<file path="src/design/hpfg_pkg.sv">
// Package for the homography floor-grid mapper.
// Holds shared widths, constants, config register codes and the sideband structs.
// No dependencies.
package hpfg_pkg;

    // Internal point: unsigned Q16.1, saturated at 2 * 65535
    localparam int PIX_W = 17;
    localparam logic [PIX_W-1:0] PIX_SAT = 17'd131070;

    localparam int IN_W    = 16;
    localparam int FLOOR_W = 32;
    localparam int CELL_W  = 12;
    localparam int ROW_W   = 63;
    localparam int CFG_IDX_W  = 3;
    localparam int CFG_DATA_W = 64;

    // Ratio divider quotient bits (result below 2^31, overflow flagged separately)
    localparam int RATIO_QB = 31;
    localparam int FRAC_SH  = 16;

    // Uncalibrated mode: (p * 2^16 + 1600) / 3200 equals (p * 1024 + 25) / 50
    localparam int UNCAL_DEN = 3200;

    typedef enum logic [CFG_IDX_W-1:0] {
        CFG_ROW0    = 3'd0,
        CFG_ROW1    = 3'd1,
        CFG_ROW2    = 3'd2,
        CFG_CALIB   = 3'd3,
        CFG_FLOOR_W = 3'd4,
        CFG_FLOOR_H = 3'd5,
        CFG_GRID    = 3'd6
    } t_cfg_idx;

    typedef struct packed {
        logic [ROW_W-1:0]   row0;
        logic [ROW_W-1:0]   row1;
        logic [ROW_W-1:0]   row2;
        logic               calibrated;
        logic [FLOOR_W-1:0] floor_w;
        logic [FLOOR_W-1:0] floor_h;
        logic [12:0]        grid;
    } t_cfg;

    // Sideband through the ratio dividers
    typedef struct packed {
        logic neg_x;
        logic ovf_x;
        logic neg_z;
        logic ovf_z;
        logic degen;
    } t_ratio_tag;

    // Sideband through the cell dividers
    typedef struct packed {
        logic [FLOOR_W-1:0] fx;
        logic [FLOOR_W-1:0] fz;
        logic               degen;
        logic               zero_x;
        logic               full_x;
        logic               zero_z;
        logic               full_z;
    } t_cell_tag;

endpackage

</file>
<file path="src/design/hpfg_post.sv">
// Ratio post-processing (sign, saturation) and grid cell dividend setup.
// Two register stages; depends on hpfg_pkg.
module hpfg_post import hpfg_pkg::*; #(
    parameter int GB = 13,
    parameter int QB = 12
) (
    input  logic                       i_clk,
    input  logic                       i_rst_n,
    input  logic                       i_en,
    input  t_cfg                       i_cfg,
    input  logic [GB-1:0]              i_grid,
    input  logic                       i_valid,
    input  logic [RATIO_QB-1:0]        i_quo_x,
    input  logic [RATIO_QB-1:0]        i_quo_z,
    input  t_ratio_tag                 i_tag,
    output logic                       o_valid,
    output logic [FLOOR_W+QB-1:0]      o_num_x,
    output logic [FLOOR_W+QB-1:0]      o_num_z,
    output t_cell_tag                  o_tag
);
    localparam int RW = FLOOR_W + QB;

    logic [1:0] r_v;

    // stage P: signed, saturated floor coordinates
    logic [FLOOR_W-1:0] r_fx, r_fz;
    logic               r_degen;

    function automatic logic [FLOOR_W-1:0] f_coord(logic [RATIO_QB-1:0] q, logic neg,
                                                   logic ovf, logic degen);
        logic [FLOOR_W-1:0] mag;
        mag = {1'b0, q};
        if (degen)      return '0;
        else if (ovf)   return neg ? {1'b1, {(FLOOR_W-1){1'b0}}} : {1'b0, {(FLOOR_W-1){1'b1}}};
        else if (neg)   return FLOOR_W'(0) - mag;
        else            return mag;
    endfunction

    // stage M: cell products and the clamp cases
    logic [FLOOR_W-2+GB:0] w_prod_x, w_prod_z;
    logic                  w_zero_x, w_zero_z, w_full_x, w_full_z;
    logic [RW-1:0]         r_num_x, r_num_z;
    t_cell_tag             r_tag;

    assign w_prod_x = r_fx[FLOOR_W-2:0] * i_grid;
    assign w_prod_z = r_fz[FLOOR_W-2:0] * i_grid;
    assign w_zero_x = (i_grid == '0) || r_fx[FLOOR_W-1] || (r_fx == '0);
    assign w_zero_z = (i_grid == '0) || r_fz[FLOOR_W-1] || (r_fz == '0);
    assign w_full_x = (i_cfg.floor_w == '0) || (r_fx >= i_cfg.floor_w);
    assign w_full_z = (i_cfg.floor_h == '0) || (r_fz >= i_cfg.floor_h);

    always_ff @(posedge i_clk) begin
        if (!i_rst_n) begin
            r_v <= '0;
        end else if (i_en) begin
            r_v <= {r_v[0], i_valid};
        end
    end

    always_ff @(posedge i_clk) begin
        if (i_en) begin
            r_fx    <= f_coord(i_quo_x, i_tag.neg_x, i_tag.ovf_x, i_tag.degen);
            r_fz    <= f_coord(i_quo_z, i_tag.neg_z, i_tag.ovf_z, i_tag.degen);
            r_degen <= i_tag.degen;

            r_num_x      <= (w_zero_x || w_full_x) ? '0 : RW'(w_prod_x);
            r_num_z      <= (w_zero_z || w_full_z) ? '0 : RW'(w_prod_z);
            r_tag.fx     <= r_fx;
            r_tag.fz     <= r_fz;
            r_tag.degen  <= r_degen;
            r_tag.zero_x <= w_zero_x;
            r_tag.full_x <= w_full_x;
            r_tag.zero_z <= w_zero_z;
            r_tag.full_z <= w_full_z;
        end
    end

    assign o_valid = r_v[1];
    assign o_num_x = r_num_x;
    assign o_num_z = r_num_z;
    assign o_tag   = r_tag;

endmodule

</file>
<file path="config.mk">
export PLATFORM = sky130hd
export DESIGN_NAME = hpfg_post
export DESIGN_NICKNAME = d
export VERILOG_FILES = /design/src/design/hpfg_pkg.sv /design/src/design/hpfg_post.sv
export SDC_FILE = /design/constraint.sdc
export NUM_CORES = 2
export LEC_CHECK = 0
export BUFFER_PORTS_ARGS = -buffer_cell sky130_fd_sc_hd__buf_2
export CORE_MARGIN = 2
export CORE_UTILIZATION = 41
export CTS_BUF_LIST = sky130_fd_sc_hd__clkbuf_2 sky130_fd_sc_hd__clkbuf_4 sky130_fd_sc_hd__clkbuf_8
export DETAILED_ROUTE_END_ITERATION = 6
export GPL_TIMING_DRIVEN = 1
export RECOVER_POWER = 100
export SLEW_MARGIN = 20
export SYNTH_ARGS = -nofsm -noshare
export SYNTH_HDL_FRONTEND = slang
export SYNTH_SLANG_ARGS = --single-unit
export TNS_END_PERCENT = 30
</file>
<file path="constraint.sdc">
create_clock -name i_clk -period 7.8 [get_ports i_clk]
set_clock_uncertainty 0.2 [all_clocks]
set_input_delay 1.17 -clock i_clk [delete_from_list [all_inputs] [get_ports i_clk]]
set_output_delay 1.17 -clock i_clk [all_outputs]
set_load 0.02 [all_outputs]
</file>
### Word level (Yosys, flattened, before mapping)

Cells that the tools add are included.

| word-level totals | value |
|---|---|
| register bits | 224 |
| latch bits | 0 |
| bits in writable memories | 0 |
| bits in read-only memories | 0 |
| input port bits | 351 |
| output and inout port bits | 158 |
| memories | 0 |

| operators by class | value |
|---|---|
| $add $sub $neg | 2 |
| multiply operators | 2 |
| divide/modulo/power cells | 0 |
| $lt $le $gt $ge | 2 |
| equal/unequal tests | 0 |
| shifts and indexed selects | 0 |
| multiplexer cells | 6 |
| bitwise gates (word level) | 0 |
| reduce and logical (&&, ||, !) cells | 13 |

Operators with widths:

| kind | number |
|---|---|
| $mux W32 | 6 |
| $logic_not A32 Y1 | 4 |
| $mul A31 B13 Y44 | 2 |
| $ge A32 B32 Y1 | 2 |
| $sub A1 B31 Y32 const A | 2 |
| $logic_not A13 Y1 | 1 |
| $logic_or A1 B1 Y1 | 8 |

### Logic depth before layout (Yosys ltp)

| logic depth | value |
|---|---|
| word-level depth | 4 |
| depth in mapped cells | 24 |

### Least setup slack after synthesis

Ideal clock, no wire load.

| timing path | value |
|---|---|
| path type | in2reg |
| start | input i_grid[7] |
| end | register r_num_z[43] (netlist: o_num_z[43]), data pin |
| library setup time | 255 ps |
| arrival time | 6,473 ps |
| slack | 872 ps |
| cell stages on the path | 22 |
| path through | clkbuf_1 -> clkbuf_1 -> nand2_1 -> fa_1 -> inv_1 -> fa_1 -> fa_1 -> fa_1 -> inv_1 -> fa_1 -> inv_1 -> ha_1 -> clkbuf_1 -> a21o_1 -> a31oi_1 -> o221ai_1 -> nand2_1 -> a31oi_1 -> a21oi_1 -> nor4_1 -> or4_1 -> and3_1 |

| between the ends | value |
|---|---|
| cells in the longest elaborated chain, start to end | 4 |

RTL lines:

| item | line | text |
|---|---|---|
| start, declared | hpfg_post.sv:11 | `input logic [GB-1:0] i_grid,` |
| branches (longest 4 deep; another with $mul A31 B13 Y44) | n/a |  |
| end signal, assigned | hpfg_post.sv:67 | `r_num_z <= (w_zero_z \|\| w_full_z) ? '0 : RW'(w_prod_z);` |
| end, declared | hpfg_post.sv:42 | `logic [RW-1:0] r_num_x, r_num_z;` |

Parallel ways; which one is timed is not known.
A chain may end at the register's enable or synchronous reset.

### Final worst setup path

| timing path | value |
|---|---|
| start | register r_fz[12] |
| end | register r_num_z[40] (netlist: o_num_z[40]), data pin |

| between the ends | value |
|---|---|
| cells in the longest elaborated chain, start to end | 3 |

RTL lines:

| item | line | text |
|---|---|---|
| start, declared | hpfg_post.sv:26 | `logic [FLOOR_W-1:0] r_fx, r_fz;` |
| start signal, assigned | hpfg_post.sv:63 | `r_fz <= f_coord(i_quo_z, i_tag.neg_z, i_tag.ovf_z, i_tag.degen);` |
| branches (longest 3 deep; another with $mul A31 B13 Y44) | n/a |  |

Parallel ways; which one is timed is not known.

==> metrics.txt <==
status=finished, violations left; violated checks=max-capacitance violations, max-slew violations; slew of the pin with the lowest slew margin=6.00 ns; Final setup viols=0; PostCTS Resize Cnt=0; post-CTS setup buffer count=0; Setup Crit Path Kind=reg2reg; WP buf/inv=7; row count=109; dominant synthesized flop cell=edfxtp_1; gpl congestion=0.903; CP startpoint=r_fz[12]; number of enable flip-flop cells after synthesis=222; pin count of the biggest net entering global routing=119; vias=28600; leading area contributor after synthesis=fa_1; drt pass-1 iters=5; CP Capture Type=flop; Synthesis Warnings=0; global-route wire length before repair=169000 um; CP most frequent cell=fa_1; clock transition at the registers of the reported paths=0.06 ns; Layout area overhead=11.3%; Synth top cells by count=inv_1 (847), fa_1 (638), nand2_1 (534); Synth top area share=0.348; Port Buffers=305; DPL Wire Length=82200 um; worst-case clock buffer depth=3; clock sink count=224; Rel. slew slack=-3.00; Final #Nets=5567; sum of negative setup slack=0 ns; Hold WS=0.228 ns; Core ar.=88600 um^2; sequential element share of the synthesized area=0.183; Die X=303 um; Yosys reg bits=224; area of the die=92000 um^2; Vias/cell=5.16; global route total overflow=0; syn_nets=5265; mapped cell area=36700 um^2; cell with the most instances after synthesis=inv_1; Fin. Hold Viols=0; Post-CTS Hold Buffers=0; CP arrival=7.20 ns; crit-path max cell delay=0.76 ns; flop2flop setup slack=0.72 ns; io pins=509; worst hold start=r_degen; Max Clock Freq=141 MHz; Crit-path slowest cell=edfxtp_1; detailed-route DRC error count=0; vias in the first global route=29700; largest cells by area after synthesis=fa_1 (35%), edfxtp_1 (18%), inv_1 (8.7%); Slew Viols, Final=293; Worst Path Required=7.92 ns; Worst-Skew Late Latency=0.65 ns; unrepaired setup endpoints after global routing=no; die height=303 um; CTS tree=built; Tcrit/Tclk final=0.908; initial antenna violation count=12; Syn Area/Cell=9.11 um^2; Finished Core Util=0.461; final antenna-violating net count=0; Max-Cap Viols=5; initial core utilization=0.415; H-tree depth=2; r2r startpoint=r_fz[12]; Synth cell types=66; worst path cell trace=clkbuf_1 > nand2_1 > fa_1 > inv_1 > fa_1 > fa_1 > fa_1 > inv_1 > fa_1 > inv_1 > ha_1 > nand2_1 > nor4_1 > clkbuf_1 > o211ai_1 > a31oi_1 > clkbuf_1 > a221o_1 > a41oi_1 > clkbuf_4 > xor2_1 > nor3_1; Cells after Synth=4032; number of buffers created by CTS=43; CP Launch Type=flop; worst hold-check path type=reg2reg; per-cell routed wire length=19.2 um; asr flop ratio synth=0; crit path max fanout=10; minimum clock period=7.08 ns; Iter 0 DRT Violations=1614; Largest delay share family, worst path=adder cells; Root Buffer=clkbuf_8; drt total wl=106000 um; layout cell share with drive strength beyond 1=0.0824; GRT Overall Usage=0.238
[layout make-up]
| class | instances | area [um^2] |
|---|---|---|
| Fill cell | 8804 | 47700 |
| Multi-Input combinational cell | 2745 | 26000 |
| Sequential cell | 224 | 6710 |
| Inverter | 848 | 3180 |
| Timing Repair Buffer | 472 | 2620 |
| Tap cell | 1165 | 1460 |
| Clock buffer | 62 | 759 |
| Clock inverter | 16 | 118 |
| Antenna cell | 7 | 17.5 |
[routing by layer]
| metal | part of all wire | track usage | wire length, um |
|---|---|---|---|
| met5 | 0.00050 | 0 | 53 |
| met4 | 0.027 | 0.0654 | 2830 |
| met3 | 0.080 | 0.0548 | 8490 |
| met2 | 0.46 | 0.382 | 48500 |
| met1 | 0.44 | 0.323 | 46600 |
[state kept, by name (all words and copies together) (netlist names)]
| signal | cells |
|---|---|
| o_tag | 69 |
| o_num_x | 44 |
| r_fz | 32 |
| r_v | 2 |
| o_num_z | 44 |
| r_fx | 32 |
| r_degen | 1 |
[worst paths after layout]
kind                 end  cells after the start
max          o_num_z[40]                     22
min             o_tag[4]                      0
max reg2reg  o_num_z[40]                     22
min reg2reg     o_tag[4]                      0
[cells by family (layout without fill, tap and decap cells)]
kind of cell             after synthesis  after routing  share of synthesized area
AO/OA/AOI/OAI                        377            377                     0.0687
XOR/XNOR                              99             99                     0.0236
adder cells (fa/ha/maj)              882            882                      0.431
buffers and inverters               1063           1398                      0.109
flip-flops                           224            224                      0.183
multiplexers                          15             15                    0.00409
other                                  0              7                          0
AND/OR/NAND/NOR                     1372           1372                      0.182
[stage by stage]
stage,area [um^2],worst slack (ns),instances
2_1_floorplan,36700,0.872,4032
3_3_place_gp,40400,0.326,5454
3_5_place_dp,40400,0.326,5454
4_1_cts,41200,0.833,5532
5_1_grt,40900,0.384,5533
6_report,40900,0.721,5539
[cells in the final DEF (no fill, tap or decap), types with 28 or more instances in the layout]
cell      instances
a21o_1           51
a21oi_1         110
and2_1          357
buf_2           143
buf_4           109
clkbuf_1        201
clkbuf_8         47
edfxtp_1        222
fa_1            638
ha_1            244
inv_1           847
nand2_1         534
nand4_1          28
nor2_1          232
nor3_1           54
nor4_1           46
o21ai_0          57
o22a_1           31
xnor2_1          55
xor2_1           44
Power is not shown: default switching activity piles up to over one toggle a cycle in this logic, so the estimate is an artifact.
